`src/hdl/mhfb_pkg.sv`:
```
// shared types, constants and crc helpers for the multicast hash filter builder
// no dependencies; imported by every module of the block
`default_nettype none

package mhfb_pkg;

  localparam int unsigned AddrW   = 48;
  localparam int unsigned FilterW = 64;
  localparam int unsigned WordW   = 32;
  localparam int unsigned HashW   = 6;
  localparam int unsigned InDataW  = 96;
  localparam int unsigned OutDataW = 72;

  localparam int unsigned QDepth = 4;
  localparam int unsigned QPtrW  = 2;
  localparam int unsigned QCntW  = 3;

  localparam logic [31:0] CrcPoly = 32'h04C11DB7;
  localparam logic [31:0] CrcSeed = 32'hFFFFFFFF;
  localparam logic [4:0]  BitFlip = 5'd24;

  localparam logic CmdBegin = 1'b0;
  localparam logic CmdAdd   = 1'b1;

  typedef enum logic [1:0] {
    OP_CLEAR,
    OP_FILL,
    OP_RANGE,
    OP_HASH
  } op_e;

  typedef struct packed {
    op_e              op;
    logic [HashW-1:0] hash;
  } entry_t;

  // bit-serial crc, only evaluated on constants
  function automatic logic [31:0] crc_raw(input logic [31:0] seed,
                                          input logic [AddrW-1:0] data);
    logic [31:0] crc;
    logic        fb;
    crc = seed;
    for (int i = 0; i < AddrW; i++) begin
      fb  = crc[31] ^ data[i];
      crc = {crc[30:0], 1'b0};
      if (fb) begin
        crc = crc ^ CrcPoly;
      end
    end
    return crc;
  endfunction

  function automatic logic [AddrW-1:0][31:0] crc_cols();
    logic [AddrW-1:0][31:0] cols;
    for (int i = 0; i < AddrW; i++) begin
      cols[i] = crc_raw(32'h0, AddrW'(1) << i);
    end
    return cols;
  endfunction

  localparam logic [31:0]            CrcBase = crc_raw(CrcSeed, '0);
  localparam logic [AddrW-1:0][31:0] CrcCols = crc_cols();

endpackage

`default_nettype wire

```
`src/hdl/mhfb_front.sv`:
```
// front end: takes input words, hashes the address and classifies the command
// depends on mhfb_pkg; feeds mhfb_queue
`default_nettype none

module mhfb_front (
  input  wire logic                          s_axis_tvalid_i,
  output logic                               s_axis_tready_o,
  input  wire logic [mhfb_pkg::InDataW-1:0]  s_axis_tdata_i,
  input  wire logic                          s_axis_tuser_i,
  input  wire logic                          promisc_i,
  input  wire logic                          q_full_i,
  output logic                               push_o,
  output mhfb_pkg::entry_t                   entry_o
);
  import mhfb_pkg::*;

  logic [AddrW-1:0] addr_lo;
  logic [AddrW-1:0] addr_hi;
  logic [31:0]      crc;

  assign addr_lo = s_axis_tdata_i[AddrW-1:0];
  assign addr_hi = s_axis_tdata_i[2*AddrW-1:AddrW];

  // crc is linear: seed term xor one column per set address bit
  always_comb begin
    crc = CrcBase;
    for (int i = 0; i < AddrW; i++) begin
      if (addr_lo[i]) begin
        crc = crc ^ CrcCols[i];
      end
    end
  end

  always_comb begin
    entry_o.hash = crc[31:32-HashW];
    if (s_axis_tuser_i == CmdBegin) begin
      entry_o.op = promisc_i ? OP_FILL : OP_CLEAR;
    end else if (addr_lo != addr_hi) begin
      entry_o.op = OP_RANGE;
    end else begin
      entry_o.op = OP_HASH;
    end
  end

  assign s_axis_tready_o = !q_full_i;
  assign push_o          = s_axis_tvalid_i && !q_full_i;

endmodule

`default_nettype wire

```
`src/hdl/mhfb_queue.sv`:
```
// short fifo of classified commands between front and back
// depends on mhfb_pkg
`default_nettype none

module mhfb_queue (
  input  wire logic        clk_i,
  input  wire logic        rst_ni,
  input  wire logic        push_i,
  input  mhfb_pkg::entry_t entry_i,
  output logic             full_o,
  output logic             valid_o,
  output mhfb_pkg::entry_t entry_o,
  input  wire logic        pop_i
);
  import mhfb_pkg::*;

  entry_t             mem_q [QDepth];
  logic [QPtrW-1:0]   wr_ptr_q, wr_ptr_d;
  logic [QPtrW-1:0]   rd_ptr_q, rd_ptr_d;
  logic [QCntW-1:0]   cnt_q, cnt_d;

  assign full_o  = (cnt_q == QCntW'(QDepth));
  assign valid_o = (cnt_q != '0);
  assign entry_o = mem_q[rd_ptr_q];

  always_comb begin
    wr_ptr_d = push_i ? wr_ptr_q + QPtrW'(1) : wr_ptr_q;
    rd_ptr_d = pop_i  ? rd_ptr_q + QPtrW'(1) : rd_ptr_q;
    cnt_d    = cnt_q;
    if (push_i && !pop_i) begin
      cnt_d = cnt_q + QCntW'(1);
    end else if (pop_i && !push_i) begin
      cnt_d = cnt_q - QCntW'(1);
    end
  end

  always_ff @(posedge clk_i or negedge rst_ni) begin
    if (!rst_ni) begin
      wr_ptr_q <= '0;
      rd_ptr_q <= '0;
      cnt_q    <= '0;
    end else begin
      wr_ptr_q <= wr_ptr_d;
      rd_ptr_q <= rd_ptr_d;
      cnt_q    <= cnt_d;
    end
  end

  always_ff @(posedge clk_i) begin
    if (push_i) begin
      mem_q[wr_ptr_q] <= entry_i;
    end
  end

endmodule

`default_nettype wire

```
`src/hdl/mhfb_back.sv`:
```
// back end: applies commands to the filter state and holds the result word
// depends on mhfb_pkg; fed by mhfb_queue
`default_nettype none

module mhfb_back (
  input  wire logic                          clk_i,
  input  wire logic                          rst_ni,
  input  wire logic                          q_valid_i,
  input  mhfb_pkg::entry_t                   entry_i,
  output logic                               pop_o,
  output logic                               m_axis_tvalid_o,
  input  wire logic                          m_axis_tready_i,
  output logic [mhfb_pkg::OutDataW-1:0]      m_axis_tdata_o
);
  import mhfb_pkg::*;

  logic [FilterW-1:0] filter_q, filter_d;
  logic               flag_q, flag_d;
  logic [HashW-1:0]   hash_q, hash_d;
  logic               out_valid_q, out_valid_d;
  logic [HashW-1:0]   bit_pos;

  assign pop_o   = q_valid_i && (!out_valid_q || m_axis_tready_i);
  assign bit_pos = {entry_i.hash[HashW-1], entry_i.hash[HashW-2:0] ^ BitFlip};

  always_comb begin
    filter_d = filter_q;
    flag_d   = flag_q;
    hash_d   = '0;
    case (entry_i.op)
      OP_CLEAR: begin
        filter_d = '0;
        flag_d   = 1'b0;
      end
      OP_FILL: begin
        filter_d = '1;
        flag_d   = 1'b1;
      end
      OP_RANGE: begin
        if (!flag_q) begin
          filter_d = '1;
          flag_d   = 1'b1;
        end
      end
      OP_HASH: begin
        if (!flag_q) begin
          filter_d = filter_q | (FilterW'(1) << bit_pos);
          hash_d   = entry_i.hash;
        end
      end
      default: begin
        filter_d = filter_q;
      end
    endcase
  end

  always_comb begin
    if (pop_o) begin
      out_valid_d = 1'b1;
    end else if (m_axis_tready_i) begin
      out_valid_d = 1'b0;
    end else begin
      out_valid_d = out_valid_q;
    end
  end

  always_ff @(posedge clk_i or negedge rst_ni) begin
    if (!rst_ni) begin
      filter_q    <= '0;
      flag_q      <= 1'b0;
      out_valid_q <= 1'b0;
    end else begin
      out_valid_q <= out_valid_d;
      if (pop_o) begin
        filter_q <= filter_d;
        flag_q   <= flag_d;
      end
    end
  end

  always_ff @(posedge clk_i) begin
    if (pop_o) begin
      hash_q <= hash_d;
    end
  end

  assign m_axis_tvalid_o = out_valid_q;
  assign m_axis_tdata_o  = {1'b0, hash_q, flag_q, filter_q[FilterW-1:WordW],
                            filter_q[WordW-1:0]};

endmodule

`default_nettype wire

```
`src/hdl/multicast_hash_filter_builder.sv`:
```
// an input handshake reaches the earliest result handshake through the queue
// write, then the result register
// throughput: one word per cycle; a 4-entry command queue absorbs output stalls
// input ready drops only when that queue is full
// reset (rst_ni low, asynchronous) clears the filter, the all-multicast flag,
// the promiscuous register and the queue
`default_nettype none

module multicast_hash_filter_builder (
  input  wire logic                          clk_i,
  input  wire logic                          rst_ni,
  input  wire logic                          cfg_we_i,
  input  wire logic                          cfg_wdata_i,
  input  wire logic                          s_axis_tvalid_i,
  output logic                               s_axis_tready_o,
  // address_low [47:0], address_high [95:48]
  input  wire logic [mhfb_pkg::InDataW-1:0]  s_axis_tdata_i,
  // cmd
  input  wire logic                          s_axis_tuser_i,
  output logic                               m_axis_tvalid_o,
  input  wire logic                          m_axis_tready_i,
  // filter_low_word [31:0], filter_high_word [63:32], all_multicast [64],
  // hash_index [70:65], zero [71]
  output logic [mhfb_pkg::OutDataW-1:0]      m_axis_tdata_o
);
  import mhfb_pkg::*;

  logic   promisc_q;
  logic   push;
  logic   q_full;
  logic   q_valid;
  logic   pop;
  entry_t push_entry;
  entry_t head_entry;

  always_ff @(posedge clk_i or negedge rst_ni) begin
    if (!rst_ni) begin
      promisc_q <= 1'b0;
    end else if (cfg_we_i) begin
      promisc_q <= cfg_wdata_i;
    end
  end

  mhfb_front u_front (
    .s_axis_tvalid_i (s_axis_tvalid_i),
    .s_axis_tready_o (s_axis_tready_o),
    .s_axis_tdata_i  (s_axis_tdata_i),
    .s_axis_tuser_i  (s_axis_tuser_i),
    .promisc_i       (promisc_q),
    .q_full_i        (q_full),
    .push_o          (push),
    .entry_o         (push_entry)
  );

  mhfb_queue u_queue (
    .clk_i   (clk_i),
    .rst_ni  (rst_ni),
    .push_i  (push),
    .entry_i (push_entry),
    .full_o  (q_full),
    .valid_o (q_valid),
    .entry_o (head_entry),
    .pop_i   (pop)
  );

  mhfb_back u_back (
    .clk_i           (clk_i),
    .rst_ni          (rst_ni),
    .q_valid_i       (q_valid),
    .entry_i         (head_entry),
    .pop_o           (pop),
    .m_axis_tvalid_o (m_axis_tvalid_o),
    .m_axis_tready_i (m_axis_tready_i),
    .m_axis_tdata_o  (m_axis_tdata_o)
  );

endmodule

`default_nettype wire

```
`config.mk`:
```
export PLATFORM = sky130hd
export DESIGN_NAME = multicast_hash_filter_builder
export DESIGN_NICKNAME = d
export VERILOG_FILES = /design/src/hdl/mhfb_pkg.sv /design/src/hdl/mhfb_front.sv /design/src/hdl/mhfb_queue.sv /design/src/hdl/mhfb_back.sv /design/src/hdl/multicast_hash_filter_builder.sv
export SDC_FILE = /design/constraint.sdc
export NUM_CORES = 1
export LEC_CHECK = 0
export ABC_CLOCK_PERIOD_IN_PS = 2230
export CAP_MARGIN = 25
export CORE_MARGIN = 4
export CORE_UTILIZATION = 55
export DETAILED_ROUTE_END_ITERATION = 16
export DONT_BUFFER_PORTS = 1
export PLACE_DENSITY_LB_ADDON = 0.25
export SYNTH_ARGS = -nofsm -noshare
export SYNTH_HDL_FRONTEND = slang
export SYNTH_HIERARCHICAL = 1
export SYNTH_SLANG_ARGS = --single-unit
export TNS_END_PERCENT = 30
```
`constraint.sdc`:
```
create_clock -name clk_i -period 2.23 [get_ports clk_i]
set_clock_uncertainty 0.05 [all_clocks]
set_input_delay 0.1115 -clock clk_i [delete_from_list [all_inputs] [get_ports clk_i]]
set_output_delay 0.1115 -clock clk_i [all_outputs]
set_load 0.03 [all_outputs]
```
Word level (Yosys, flattened, before mapping):

Memory sizes are Yosys's and may differ from the RTL's.
Index checks and enable logic that the tools add are counted.

* add/sub/neg operators: 4
* equality and inequality tests: 7
* shift operators: 1
* mux-type cells: 61
* bitwise gates (word level): 50
* reductions and logical operators: 18

Operators by type and width (count)
* $mux W32: 19
* $mux W31: 10
* $pmux W64 S4: 1
* $not A13 Y13: 18
* $mux W30: 6
* $mux W64: 2
* $mux W29: 4
* $not A15 Y15: 6
* $mux W28: 3
* $not A12 Y12: 7
* $not A14 Y14: 6
* $mux W27: 3
* $not A16 Y16: 4
* $or A64 B64 Y64: 1
* $shl A1 B6 Y64 const A: 1
* $mux W26: 2
* $ne A48 B48 Y1: 1
* $not A18 Y18: 2
* $mux W25: 1
* $not A11 Y11: 2
* $not A20 Y20: 1
* $not A17 Y17: 1
* $mux W1: 6
* $mux W3: 2
* other kinds (20): 32

* register bits: 80
* bits in writable memories: 32
* output and inout port bits: 74
* logic and storage cells: 150
* memories kept: 1

Memory list
* u_queue.mem_q: words 4, width 8, rd ports 1, clocked after Yosys merged registers in 0, write ports 1, RTL line mhfb_queue.sv:17 `entry_t mem_q [QDepth];`

Depth between registers and ports, before layout:

* word-level depth: 95
* mapped depth: 10

By module:

Netlist, hierarchy kept.

Modules (own cells, without submodules)
* mhfb_back: times used 1, cells each 342, area an instance 3352.0 µm², sequential area each 1831.8 µm²
* mhfb_queue: times used 1, cells each 76, area an instance 1549.0 µm², sequential area each 1136.1 µm²
* mhfb_front: times used 1, cells each 145, area an instance 1201.2 µm², sequential area each 0.0 µm²
* multicast_hash_filter_builder: times used 1, cells each 2, area an instance 40.0 µm², sequential area each 25.0 µm²

Worst setup path after synthesis:

No wires, ideal clock.

* path kind: register to register
* from: register u_queue.rd_ptr_q[0]
* to: register u_back.filter_q[18]
* setup time: 0.132 ns
* data arrival time: 2.140 ns
* data required time: 2.048 ns
* slack: -0.092 ns
* stages on the path, launching flop included: 10
* path buffers: 3
* period minus slack after synthesis: 2.322 ns
* path through: dfrtp_1 -> buf_6 -> mux4_2 -> inv_1 -> ha_1 -> a22oi_1 -> and3_1 -> buf_2 -> clkbuf_1 -> nor2_1

RTL lines
* start: declaration: RTL line mhfb_queue.sv:19 `logic [QPtrW-1:0] rd_ptr_q, rd_ptr_d;`
* start signal: assignment: RTL line mhfb_queue.sv:44 `rd_ptr_q <= rd_ptr_d;`
* end signal: assignment: RTL line mhfb_back.sv:75 `filter_q <= filter_d;`
* end: declaration: RTL line mhfb_back.sv:17 `logic [FilterW-1:0] filter_q, filter_d;`

==> results.txt <==
flops & latches, synth = 112
crit path launch type = flop
CTS tree = yes
VDD IR max = 1.214 mV
htree depth = 3
Port Buffers = 0
top-area cell type share of the netlist area = 30.15%
most frequent cells in the layout = xnor2_1 (77), dfrtp_1 (73), nor2_1 (66)
DR vias = 4511
die height = 113.7 µm
dominant cell type by area after synthesis = dfrtp_1
Root Buffer = clkbuf_8
commonest non-fill, non-tap cell in the layout = xnor2_1
Iteration-0 DRC Markers = 510
Final Hold Vio Count = 0
Yosys warning total = 6
Worst setup EP type = flop
status = finished, violations left
Synth Net Count = 677
footprint of the multi-input gates = 3022 µm²
NumNets Final = 694
share of post-route cells with drive strength above 1 = 14.31%
fin. max-slew vios = 0
number of global-route vias before repair = 4469
Starting Density = 56.41%
RSZ-0062 raised after global routing = yes
Logic pwr share = 53.6%
Period minus WS final = 2293 ps
Highest Clock Rate = 436.1 MHz
routed wire length = 16680 µm
die width = 113.7 µm
site row count = 38
Fillers = 838
Worst-path clk slew = 100 ps
largest net degree at the start of global routing = 75
clock latency on the worst-skew pair = 390 ps
Worst Setup Slack, final = -62.83 ps
Tot GR Track Use = 23.47%
fraction of the yosys area taken by sequential cells = 48.73%
DRC viols = 0
DR WL/cell = 22.94 µm
Max Cap Violations = 0
Mapped Avg Cell Area = 10.87 µm²
DRT antenna net count = 0
PD cells = 1993 nW/µm²
Seq. cell area = 2994 µm²
drt pass-1 iters = 6
initial antenna violation count = 0
core area = 10890 µm²
DIE AREA = 12920 µm²
Data required, critical path = 2450 ps
Num Clock Sinks = 112
Static Leakage = 0.002666 µW
Hold Path Class = in2reg
I/O pin count = 177
Area Growth Syn to Fin = 13.91%
n_diodes = 0
Crit Path Class = reg2reg
CTS Buf Count = 9
Sw Share = 47.99%
Clock power frac = 9.1%
setup violators final = 52
Syn Inst Count = 565
Final Non-Filler Cells = 727
number of vias per cell = 6.205
total power = 13950 µW
hpwl dp = 10930 µm
Worst EP arrival = 2510 ps
Inst Count DP = 693
failing checks = negative setup slack
Max FO, Critical Path = 8
Sequential Power Share = 37.3%
Synth cell types = 46
synthesized area = 6142 µm²
Tcrit/Tclk final = 102.8%
grt ovf = 0
CTS Buffer Depth = 2
global-route wire length before repair = 23750 µm
leading post-synthesis cells by cell area = dfrtp_1 (30%), edfxtp_1 (19%), xnor2_1 (11%)
GPL Wtd Cong = 0.8515
Internal = 7252 µW
sw power = 6693 µW
cells in the mapped netlist, drive strengths merged:
cell and number:
xnor2 80, dfrtp 74, nor2 66, a21oi 64, o21bai 64, edfxtp 38
xor2 31, clkbuf 20, buf 17, inv 17, and2 11, nand4 9
ha 8, mux4 8, nand4bb 6, nor2b 6, nand2b 5, nor4 5
nand4b 4, o21ai 4, or4b 4, mux2 3, nand2 3, and3 2
o22ai 2, o2bb2ai 2, a2111o 1, a222oi 1, a22oi 1, conb 1
fa 1, nor3 1, nor3b 1, o2111ai 1, o221ai 1, or2 1
or3 1, or4 1
power groups by stage:
stage | Combinational [µW] | Clock, µW | Sequential [µW]
2_1_floorplan | 4790 | 0 | 4940
3_3_place_gp | 5960 | 0 | 5190
3_5_place_dp | 6220 | 0 | 5230
4_1_cts | 6590 | 1290 | 5210
5_1_grt | 8080 | 1380 | 5300
6_report | 7480 | 1270 | 5200
cells by family (layout without fill, tap and decap cells):
group | count (synthesis) | count (layout) | share of synthesized area, %
AO/OA/AOI/OAI | 141 | 141 | 14.61
XOR/XNOR | 111 | 111 | 16.50
adder cells (fa/ha/maj) | 9 | 9 | 1.956
buffers and inverters | 54 | 75 | 3.667
flip-flops | 112 | 112 | 48.73
multiplexers | 11 | 12 | 3.544
other | 1 | 1 | 0.06105
AND/OR/NAND/NOR | 126 | 126 | 10.94
worst max-delay path, stage by stage, from the launching register on:
cell and delay, ps:
dfrtp_1 360, buf_4 130, mux4_2 530, inv_2 110, ha_4 210, a22oi_2 170
and3_4 350, clkbuf_16 200, nor2_1 70
final timing paths:
check	from	end	slack [ps]	depth (start not counted)
worst max-delay path	u_queue/rd_ptr_q[0]	u_back/filter_q[23]	-60	8
worst min-delay path	s_axis_tuser_i	u_queue/mem_q[2][6]	30	1
worst max register to register	u_queue/rd_ptr_q[0]	u_back/filter_q[23]	-60	8
worst min register to register	u_queue/cnt_q[2]	u_queue/cnt_q[2]	450	1
max in group asynchronous	rst_ni	u_back/filter_q[48]	1570	2
min in group asynchronous	rst_ni	u_queue/cnt_q[1]	240	2
sequential cells by signal, indices dropped and copies added, names as in the netlist:
register,count
u_queue/cnt_q,3
u_back/filter_q,64
u_back/flag_q,1
u_back/hash_q,6
u_queue/rd_ptr_q,2
u_queue/wr_ptr_q,2
promisc_q,1
u_queue/mem_q,32
u_back/m_axis_tvalid_o,1
area by class of cell:
cell class	instances	area share (%)
Timing Repair Buffer	42	7.618
Inverter	17	0.9120
Clock buffer	9	1.770
Sequential cell	112	42.79
Clock inverter	7	1.216
Multi-Input combinational cell	400	43.19
Tap cell	140	2.504
repair_timing:
item | CTS | global route
gates resized for setup | 10 | 10
hold buffers | 6 | 0
gates cloned | 2 | 8
setup endpoints to repair | 64 | 65
pin swaps | 0 | 3
buffers inserted | 1 | 1
endpoints found under the hold margin | 80 | 0
layer usage:
layer | up-vias | GRT usage [%] | share of wire, %
li1 | 1995 | - | -
met1 | 2179 | 28.74 | 36
met2 | 301 | 40.56 | 51
met3 | 36 | 6.897 | 11
met4 | 0 | 6.410 | 2.1
met5 | - | 0 | 0
stage by stage:
step	setup WS [ps]	TNS [ps]	utilization (%)	area (µm²)	hold slack [ps]
after floorplan	-9.344	-282.7	-	6153	-234.1
after global placement	-7.768	-9.593	58.86	6409	-229.5
after detailed placement	-77.96	-3045	58.86	6409	-230.0
after CTS	-42.51	-543.8	62.35	6789	22.35
after global routing	-171.5	-7295	64.26	6997	10.21
final	-62.83	-1392	64.26	6997	31.05
Power figures use the tool's default switching activity.
